File: config.mk
export PLATFORM = sky130hd
export DESIGN_NAME = fixed_block_pool_allocator
export DESIGN_NICKNAME = d
export VERILOG_FILES = /design/src/design/fbpa_pkg.sv /design/src/design/fbpa_ctrl.sv /design/src/design/fbpa_dp.sv /design/src/design/fixed_block_pool_allocator.sv
export SDC_FILE = /design/constraint.sdc
export NUM_CORES = 1
export LEC_CHECK = 0
export BUFFER_PORTS_ARGS = -buffer_cell sky130_fd_sc_hd__buf_4
export CAP_MARGIN = 40
export CELL_PAD_IN_SITES_DETAIL_PLACEMENT = 1
export CELL_PAD_IN_SITES_GLOBAL_PLACEMENT = 1
export CORE_AREA = 2 2 191 240
export CTS_BUF_LIST = sky130_fd_sc_hd__clkbuf_4 sky130_fd_sc_hd__clkbuf_8
export CTS_CLUSTER_DIAMETER = 100
export DETAILED_ROUTE_END_ITERATION = 16
export DIE_AREA = 0 0 193 242
export GPL_TIMING_DRIVEN = 1
export PLACE_DENSITY_LB_ADDON = 0.15
export SKIP_CTS_REPAIR_TIMING = 1
export SLEW_MARGIN = 10
export SYNTH_ARGS = -nofsm -noshare
export SYNTH_HDL_FRONTEND = slang
export SYNTH_HIERARCHICAL = 1
export SYNTH_SLANG_ARGS = --single-unit
export TNS_END_PERCENT = 30
File: constraint.sdc
create_clock -name clk_i -period 10.9 [get_ports clk_i]
set_clock_uncertainty 0.05 [all_clocks]
set_input_delay 0.545 -clock clk_i [delete_from_list [all_inputs] [get_ports clk_i]]
set_output_delay 0.545 -clock clk_i [all_outputs]
set_load 0.03 [all_outputs]
File: src/design/fbpa_pkg.sv
// Shared types and constants of the fixed block pool allocator.
// No dependencies; every other file imports this package.
package fbpa_pkg;

  localparam int NUM_BLOCKS = 32;
  localparam int IDX_W      = $clog2(NUM_BLOCKS);
  localparam int CNT_W      = 6;
  localparam int ADDR_W     = 32;
  localparam int BB_W       = 16;
  localparam int PROD_W     = BB_W + CNT_W;
  localparam int STEP_W     = $clog2(IDX_W + 1);

  localparam logic [1:0] ST_OK      = 2'd0;
  localparam logic [1:0] ST_INVALID = 2'd1;
  localparam logic [1:0] ST_DOUBLE  = 2'd2;
  localparam logic [1:0] ST_FULL    = 2'd3;

  localparam logic [1:0] REQ_ALLOC = 2'd0;
  localparam logic [1:0] REQ_FREE  = 2'd1;
  localparam logic [1:0] REQ_CLEAR = 2'd2;

  localparam logic [1:0] REG_POOL_BASE     = 2'd0;
  localparam logic [1:0] REG_BLOCK_BYTES   = 2'd1;
  localparam logic [1:0] REG_BLOCKS_IN_USE = 2'd2;

  localparam logic [ADDR_W-1:0] RST_POOL_BASE     = '0;
  localparam logic [BB_W-1:0]   RST_BLOCK_BYTES   = BB_W'(32);
  localparam logic [CNT_W-1:0]  RST_BLOCKS_IN_USE = CNT_W'(32);

  typedef enum logic [2:0] {
    S_IDLE,
    S_SCAN,
    S_FREE_MUL,
    S_FREE_CHK,
    S_FREE_DIV,
    S_FREE_APPLY,
    S_CLEAR,
    S_FINISH
  } state_e;

  typedef struct packed {
    logic       load_req;
    logic       scan_inc;
    logic       alloc_hit;
    logic       mul_load;
    logic       chk_load;
    logic       div_step;
    logic       free_clear;
    logic       map_clear;
    logic       set_status;
    logic [1:0] status;
    logic       load_out;
  } cmd_t;

  typedef struct packed {
    logic       scan_end;
    logic       scan_free;
    logic       range_bad;
    logic       step_last;
    logic       rem_zero;
    logic       bit_used;
    logic       out_ready;
  } stat_t;

endpackage

File: src/design/fbpa_ctrl.sv
// Sequencer of the fixed block pool allocator: one request at a time.
// Depends on fbpa_pkg; drives the datapath through cmd_t and reads stat_t.
module fbpa_ctrl (
  input  logic           clk_i,
  input  logic           rst_ni,
  input  logic           in_valid_i,
  output logic           in_stall_o,
  input  logic [1:0]     req_type_i,
  input  fbpa_pkg::stat_t stat_i,
  output fbpa_pkg::cmd_t  cmd_o
);
  import fbpa_pkg::*;

  state_e state_q, state_d;

  always_ff @(posedge clk_i or negedge rst_ni) begin
    if (!rst_ni) begin
      state_q <= S_IDLE;
    end else begin
      state_q <= state_d;
    end
  end

  always_comb begin
    state_d    = state_q;
    cmd_o      = '0;
    in_stall_o = (state_q != S_IDLE);
    case (state_q)
      S_IDLE: begin
        if (in_valid_i) begin
          cmd_o.load_req = 1'b1;
          case (req_type_i)
            REQ_ALLOC: state_d = S_SCAN;
            REQ_FREE:  state_d = S_FREE_MUL;
            REQ_CLEAR: state_d = S_CLEAR;
            default:   state_d = S_FINISH;
          endcase
        end
      end
      S_SCAN: begin
        if (stat_i.scan_end) begin
          cmd_o.set_status = 1'b1;
          cmd_o.status     = ST_FULL;
          state_d          = S_FINISH;
        end else if (stat_i.scan_free) begin
          cmd_o.alloc_hit = 1'b1;
          state_d         = S_FINISH;
        end else begin
          cmd_o.scan_inc = 1'b1;
        end
      end
      S_FREE_MUL: begin
        cmd_o.mul_load = 1'b1;
        state_d        = S_FREE_CHK;
      end
      S_FREE_CHK: begin
        if (stat_i.range_bad) begin
          cmd_o.set_status = 1'b1;
          cmd_o.status     = ST_INVALID;
          state_d          = S_FINISH;
        end else begin
          cmd_o.chk_load = 1'b1;
          state_d        = S_FREE_DIV;
        end
      end
      S_FREE_DIV: begin
        cmd_o.div_step = 1'b1;
        if (stat_i.step_last) begin
          state_d = S_FREE_APPLY;
        end
      end
      S_FREE_APPLY: begin
        if (!stat_i.rem_zero) begin
          cmd_o.set_status = 1'b1;
          cmd_o.status     = ST_INVALID;
        end else if (!stat_i.bit_used) begin
          cmd_o.set_status = 1'b1;
          cmd_o.status     = ST_DOUBLE;
        end else begin
          cmd_o.free_clear = 1'b1;
        end
        state_d = S_FINISH;
      end
      S_CLEAR: begin
        cmd_o.map_clear = 1'b1;
        state_d         = S_FINISH;
      end
      S_FINISH: begin
        if (stat_i.out_ready) begin
          cmd_o.load_out = 1'b1;
          state_d        = S_IDLE;
        end
      end
      default: begin
        state_d = S_IDLE;
      end
    endcase
  end

endmodule

File: src/design/fbpa_dp.sv
// Datapath of the fixed block pool allocator: registers, used map, scan index,
// free range check, restoring divider and output register. Depends on fbpa_pkg.
module fbpa_dp (
  input  logic                          clk_i,
  input  logic                          rst_ni,
  input  logic                          cfg_we_i,
  input  logic [1:0]                    cfg_index_i,
  input  logic [fbpa_pkg::ADDR_W-1:0]   cfg_wdata_i,
  input  logic [fbpa_pkg::ADDR_W-1:0]   free_address_i,
  input  fbpa_pkg::cmd_t                cmd_i,
  output fbpa_pkg::stat_t               stat_o,
  output logic                          out_valid_o,
  input  logic                          out_stall_i,
  output logic [1:0]                    status_o,
  output logic [fbpa_pkg::ADDR_W-1:0]   block_address_o,
  output logic [fbpa_pkg::CNT_W-1:0]    used_blocks_o,
  output logic [fbpa_pkg::CNT_W-1:0]    free_blocks_o
);
  import fbpa_pkg::*;

  logic [ADDR_W-1:0]     pool_base_q;
  logic [BB_W-1:0]       block_bytes_q;
  logic [CNT_W-1:0]      blocks_in_use_q;
  logic [NUM_BLOCKS-1:0] used_map_q;
  logic [CNT_W-1:0]      used_total_q;
  logic                  out_valid_q;

  logic [ADDR_W-1:0]     addr_q;
  logic [CNT_W-1:0]      scan_idx_q;
  logic [ADDR_W-1:0]     res_addr_q;
  logic [1:0]            status_q;
  logic [PROD_W-1:0]     prod_q;
  logic [PROD_W-1:0]     rem_q;
  logic [IDX_W-1:0]      quot_q;
  logic [STEP_W-1:0]     step_q;

  logic [1:0]            status_out_q;
  logic [ADDR_W-1:0]     addr_out_q;
  logic [CNT_W-1:0]      used_out_q;
  logic [CNT_W-1:0]      free_out_q;

  logic [CNT_W-1:0]      count_w;
  logic [CNT_W-1:0]      used_d;
  logic [ADDR_W:0]       pool_end_w;
  logic [PROD_W-1:0]     divisor_w;
  logic [PROD_W:0]       trial_w;
  logic [IDX_W+BB_W-1:0] scan_off_w;

  assign count_w    = (blocks_in_use_q > CNT_W'(NUM_BLOCKS)) ? CNT_W'(NUM_BLOCKS)
                                                             : blocks_in_use_q;
  assign pool_end_w = {1'b0, pool_base_q} + (ADDR_W+1)'(prod_q);
  assign divisor_w  = PROD_W'(block_bytes_q) << step_q;
  assign trial_w    = {1'b0, rem_q} - {1'b0, divisor_w};
  assign scan_off_w = (IDX_W+BB_W)'(scan_idx_q[IDX_W-1:0]) * (IDX_W+BB_W)'(block_bytes_q);

  always_comb begin
    used_d = used_total_q;
    if (cmd_i.alloc_hit) begin
      used_d = used_total_q + CNT_W'(1);
    end else if (cmd_i.free_clear && used_total_q != '0) begin
      used_d = used_total_q - CNT_W'(1);
    end else if (cmd_i.map_clear) begin
      used_d = '0;
    end
  end

  assign stat_o.scan_end  = (scan_idx_q >= count_w);
  assign stat_o.scan_free = !used_map_q[scan_idx_q[IDX_W-1:0]];
  assign stat_o.range_bad = (addr_q == '0) || (addr_q < pool_base_q)
                         || ({1'b0, addr_q} >= pool_end_w) || (block_bytes_q == '0);
  assign stat_o.step_last = (step_q == '0);
  assign stat_o.rem_zero  = (rem_q == '0);
  assign stat_o.bit_used  = used_map_q[quot_q];
  assign stat_o.out_ready = !out_valid_q || !out_stall_i;

  always_ff @(posedge clk_i or negedge rst_ni) begin
    if (!rst_ni) begin
      pool_base_q     <= RST_POOL_BASE;
      block_bytes_q   <= RST_BLOCK_BYTES;
      blocks_in_use_q <= RST_BLOCKS_IN_USE;
    end else if (cfg_we_i) begin
      case (cfg_index_i)
        REG_POOL_BASE:     pool_base_q     <= cfg_wdata_i;
        REG_BLOCK_BYTES:   block_bytes_q   <= cfg_wdata_i[BB_W-1:0];
        REG_BLOCKS_IN_USE: blocks_in_use_q <= cfg_wdata_i[CNT_W-1:0];
        default: ;
      endcase
    end
  end

  always_ff @(posedge clk_i or negedge rst_ni) begin
    if (!rst_ni) begin
      used_map_q   <= '0;
      used_total_q <= '0;
      out_valid_q  <= 1'b0;
    end else begin
      used_total_q <= used_d;
      if (cmd_i.alloc_hit) begin
        used_map_q[scan_idx_q[IDX_W-1:0]] <= 1'b1;
      end else if (cmd_i.free_clear) begin
        used_map_q[quot_q] <= 1'b0;
      end else if (cmd_i.map_clear) begin
        used_map_q <= '0;
      end
      if (cmd_i.load_out) begin
        out_valid_q <= 1'b1;
      end else if (!out_stall_i) begin
        out_valid_q <= 1'b0;
      end
    end
  end

  always_ff @(posedge clk_i) begin
    if (cmd_i.load_req) begin
      addr_q     <= free_address_i;
      scan_idx_q <= '0;
      res_addr_q <= '0;
      status_q   <= ST_OK;
    end
    if (cmd_i.scan_inc) begin
      scan_idx_q <= scan_idx_q + CNT_W'(1);
    end
    if (cmd_i.alloc_hit) begin
      res_addr_q <= pool_base_q + ADDR_W'(scan_off_w);
    end
    if (cmd_i.set_status) begin
      status_q <= cmd_i.status;
    end
    if (cmd_i.mul_load) begin
      prod_q <= PROD_W'(block_bytes_q) * PROD_W'(count_w);
    end
    if (cmd_i.chk_load) begin
      rem_q  <= PROD_W'(addr_q - pool_base_q);
      quot_q <= '0;
      step_q <= STEP_W'(IDX_W - 1);
    end
    if (cmd_i.div_step) begin
      if (!trial_w[PROD_W]) begin
        rem_q <= trial_w[PROD_W-1:0];
        quot_q[step_q[$clog2(IDX_W)-1:0]] <= 1'b1;
      end
      step_q <= step_q - STEP_W'(1);
    end
    if (cmd_i.load_out) begin
      status_out_q <= status_q;
      addr_out_q   <= res_addr_q;
      used_out_q   <= used_total_q;
      free_out_q   <= (count_w > used_total_q) ? (count_w - used_total_q) : '0;
    end
  end

  assign out_valid_o     = out_valid_q;
  assign status_o        = status_out_q;
  assign block_address_o = addr_out_q;
  assign used_blocks_o   = used_out_q;
  assign free_blocks_o   = free_out_q;

endmodule

File: src/design/fixed_block_pool_allocator.sv
// Top level of the fixed block pool allocator: sequencer plus datapath.
// Depends on fbpa_pkg, fbpa_ctrl and fbpa_dp.
//
// One request is worked at a time; in_stall_o is high from acceptance until its
// result enters the output register, which holds it while out_stall_i is high.
// An allocate scans the used map one block per cycle, from block 0 up to the
// lowest free block, or up to the block count when the pool is full. A free
// runs a block-size multiply for the pool end, the range check, one quotient
// bit per cycle of a restoring divider (5 steps), the map update and the result;
// a free that fails the range check, and an unused request type, go straight to
// the result. A clear empties the map first. The used map is cleared by reset
// directly, so the block is ready right after reset.
module fixed_block_pool_allocator (
  input  logic                        clk_i,
  input  logic                        rst_ni,
  input  logic                        cfg_we_i,
  input  logic [1:0]                  cfg_index_i,
  input  logic [fbpa_pkg::ADDR_W-1:0] cfg_wdata_i,
  input  logic                        in_valid_i,
  output logic                        in_stall_o,
  input  logic [1:0]                  req_type_i,
  input  logic [fbpa_pkg::ADDR_W-1:0] free_address_i,
  output logic                        out_valid_o,
  input  logic                        out_stall_i,
  output logic [1:0]                  status_o,
  output logic [fbpa_pkg::ADDR_W-1:0] block_address_o,
  output logic [fbpa_pkg::CNT_W-1:0]  used_blocks_o,
  output logic [fbpa_pkg::CNT_W-1:0]  free_blocks_o
);
  import fbpa_pkg::*;

  cmd_t  cmd;
  stat_t stat;

  fbpa_ctrl u_ctrl (
    .clk_i      (clk_i),
    .rst_ni     (rst_ni),
    .in_valid_i (in_valid_i),
    .in_stall_o (in_stall_o),
    .req_type_i (req_type_i),
    .stat_i     (stat),
    .cmd_o      (cmd)
  );

  fbpa_dp u_dp (
    .clk_i           (clk_i),
    .rst_ni          (rst_ni),
    .cfg_we_i        (cfg_we_i),
    .cfg_index_i     (cfg_index_i),
    .cfg_wdata_i     (cfg_wdata_i),
    .free_address_i  (free_address_i),
    .cmd_i           (cmd),
    .stat_o          (stat),
    .out_valid_o     (out_valid_o),
    .out_stall_i     (out_stall_i),
    .status_o        (status_o),
    .block_address_o (block_address_o),
    .used_blocks_o   (used_blocks_o),
    .free_blocks_o   (free_blocks_o)
  );

endmodule

==> impl_results.md <==
* Area leader, netlist: edfxtp_1
* Critical path's slowest cell: or4_1
* CP Buf/Inv Count at 2
* CTS clock-pin slew for the worst setup and hold paths at roughly 0.07 ns
* Synth unique cells at 81
* Synth Net Count at roughly 2.7k
* CTS tree: yes
* Worst vdd ir at approximately 0.00017 V
* Most frequent cells in the layout: nand2_1, inv_1, ha_1, a21oi_1
* End of the worst hold path: u_dp/addr_q[15]$_DFFE_PP_
* Share of layout cells above drive strength 1 at 12.9%
* Post-Synthesis Cell Area at about 22000 sq um
* Leak at 10.6 nW
* Detail Placement HPWL at roughly 52000 um
* Final ANT Viol Nets at 0
* Kind of cell adding the most delay to the critical path: compound AO/OA/AOI/OAI gates
* Final Max Slew Viols at 0
* Clock sink total at around 270
* Unrepaired setup endpoints after global routing: false
* WHS Path Cells at 1
* Final wirelength at ~68000 um
* Most Frequent Cell on Critical Path: a211oi_1
* Slew HR at a little over a third
* Non-filler cells, final at 2987
* Gpl congestion at 0.910
* Placed Cells at between 2k and 3k
* Residual DRC at 0
* Hold Path Class: in -> reg
* DR pass1 iterations at 5
* R2r setup slk at 3.67 ns
* Share of the synthesized area in the top cell type at roughly a fifth
* Max-cap viol count at 0
* Core Footprint at 44600 sq um
* Syn_area_per_cell at 9.67 sq um
* Most common cell after layout, fill and taps aside: nand2_1
* Pwr/cell area at roughly 270 nW/um^2
* Setup violations, final at 0
* Clock root buffer: clkbuf_8
* Drt first-iter violations at between 800 and 900
* Ys flop type: edfxtp_1
* Antenna violations before repair at 1
* Worst-Margin Slew at between 0.9 and 1 ns
* Top cells by area, synth: edfxtp_1, fa_1, ha_1
* Grt ovf at 0
* First-pass GRT wire length at ~110000 um
* Die W at about 190 um
* Post-synth EDFFs at approximately 140
* Clk buf depth at 3
* Worst-path fanout max at 37
* Worst-case reg-to-reg path depth at 26
* Vias in the first global route at around 20k
* Worst setup SP type: flip-flop
* CP arrival at 7.68 ns
* Syn-to-layout area delta at 11.6%
* Worst r2r dst: u_dp/rem_q[18]$_DFF_P_
* Hold_ws at 0.0311 ns
* Max Clock Freq at around 140 MHz
* Max incr delay on CP at approximately 0.56 ns
* Die Y at ~240 um
* Fin crit share at about two thirds
* Register area share after synthesis at 33.0%
* Vias at between 15k and 20k
* Drt wl/cell at ~23 um
* Hold Startpoint: free_address_i[15]
* Number of synthesis warnings at 6
* Fin nets at roughly 2.8k
* PortBufs at 120
* Initial core utilization at between 40% and 50%
* Fin crit period at around 7.2 ns
* Crit path required time at 11.35 ns
* Status: completed
* CP endpoint kind: flip-flop
* Reg2Reg Launch Point: u_dp/pool_base_q[0]$_DFFE_PN0P_
* Total negative slack at 0 ns
* # IOs at roughly 120
* H-tree depth at 2
* Final Hold Fails at 0
* Number of vias per cell at a little over 6
* Synthesis-stage register bit count at 266
* Share of flip-flops with an asynchronous set or reset at a little over a third
* CTS buffer count at 46
* Clock latency on the worst-skew pair at around 0.64 ns
* Cells after Synth at around 2.3k
* Die Area at ~47000 sq um
* GRT Total Usage at just under 30%
* Rows at 87
* Kind of critical path: reg -> reg
* Pin count of the biggest net entering global routing at 64
[through the flow]
| step | area [sq um] | util [%] | setup slack (ns) | total power (W) |
|---|---|---|---|---|
| CTS | 24400 | 54.7 | 3.78 | 0.00665 |
| global route | 24500 | 54.8 | 3.19 | 0.00719 |
| detailed placement | 23400 | 52.5 | 3.85 | 0.00560 |
| floorplan | 21900 | - | 5.23 | 0.00444 |
| global placement | 23400 | 52.3 | 4.05 | 0.00543 |
| finish | 24500 | 54.8 | 3.67 | 0.00663 |
[final cells by class]
type | instances | area [sq um]
clock inverter | 26 | 244
clock buffer | 60 | 757
fill | 5048 | 20200
antenna | 1 | 2.50
multi-input combinational | 1704 | 13600
tap | 578 | 723
timing repair buffer | 150 | 1180
sequential | 266 | 7240
inverter | 202 | 758
[cells in the mapped netlist (32+ instances only)]
cell and instances:
a21o_1 51, a21oi_1 189, and2_1 107, clkbuf_1 76, dfrtp_1 94, edfxtp_1 143, fa_1 122, ha_1 193
inv_1 199, nand2_1 215, nand3_1 44, nor2_1 104, nor2b_1 42, nor3_1 44, o21ai_0 125, xnor2_1 59
xor2_1 32
[how the worst max path moves through the flow]
stage                                         start                      endpoint  depth (start not counted)
floorplan           u_dp/pool_base_q[0]$_DFFE_PN0P_  u_dp/step_q[0]$_SDFFCE_PN0P_                         24
global placement    u_dp/pool_base_q[0]$_DFFE_PN0P_        u_dp/rem_q[18]$_DFF_P_                         26
detailed placement  u_dp/pool_base_q[0]$_DFFE_PN0P_        u_dp/rem_q[18]$_DFF_P_                         26
CTS                 u_dp/pool_base_q[0]$_DFFE_PN0P_        u_dp/rem_q[18]$_DFF_P_                         26
global route        u_dp/pool_base_q[0]$_DFFE_PN0P_        u_dp/rem_q[18]$_DFF_P_                         26
finish              u_dp/pool_base_q[0]$_DFFE_PN0P_        u_dp/rem_q[18]$_DFF_P_                         26
[routing by layer]
metal | track usage, % | wire length [um] | vias to the layer above
li1 | - | - | 8214
met1 | 35.2 | 26500 | 9282
met2 | 53.8 | 35400 | 506
met3 | 3.52 | 2730 | 170
met4 | 13.0 | 3100 | 0
met5 | 0 | 0 | -
[cell families after synthesis]
family                   after synthesis  synth area share, %
AND/OR/NAND/NOR                      682                 15.5
AO/OA/AOI/OAI                        533                 15.1
adder cells (fa/ha/maj)              315                 22.1
buffers and inverters                298                 5.26
flip-flops                           266                 33.0
XOR/XNOR                              91                 3.63
multiplexers                          83                 5.33
[worst register-to-register path, cell delays in order, from the launching register on]
cell and delay (ns):
dfrtp_1 0.42, ha_1 0.26, fa_1 0.44, a211oi_1 0.34, nor4_1 0.12, nor3_1 0.55
a211oi_1 0.27, o211ai_1 0.32, a21oi_1 0.23, o211ai_1 0.26, xnor2_1 0.10, ha_1 0.31
nand4_1 0.16, or4_1 0.57, or2_1 0.27, o31ai_1 0.31, a2111oi_0 0.11, o31ai_1 0.25
a21oi_1 0.09, o21ai_1 0.24, nor3_2 0.07, buf_4 0.29, clkinv_1 0.41, nor3_1 0.11
and3_1 0.20, a211oi_1 0.25, a22oi_1 0.10
[power by group]
| group | leakage (nW) | internal (W) | switching [W] |
|---|---|---|---|
| Sequential | 2.77 | 0.00140 | 0.000288 |
| Combinational | 7.34 | 0.00158 | 0.00236 |
| Clock | 0.527 | 0.000555 | 0.000455 |
[state kept, by name, indices dropped and copies added (netlist names), 5 cells and up]
name	flops
u_dp/used_map_q	32
u_dp/quot_q	5
u_dp/blocks_in_use_q	6
u_dp/block_bytes_q	16
u_dp/res_addr_q	32
u_dp/pool_base_q	32
u_dp/used_total_q	6
u_dp/prod_q	22
u_dp/block_address_o	32
u_dp/rem_q	22
u_dp/scan_idx_q	6
u_dp/used_blocks_o	6
u_dp/free_blocks_o	6
u_dp/addr_q	32
Note: power is estimated with default switching activity, not from simulation.
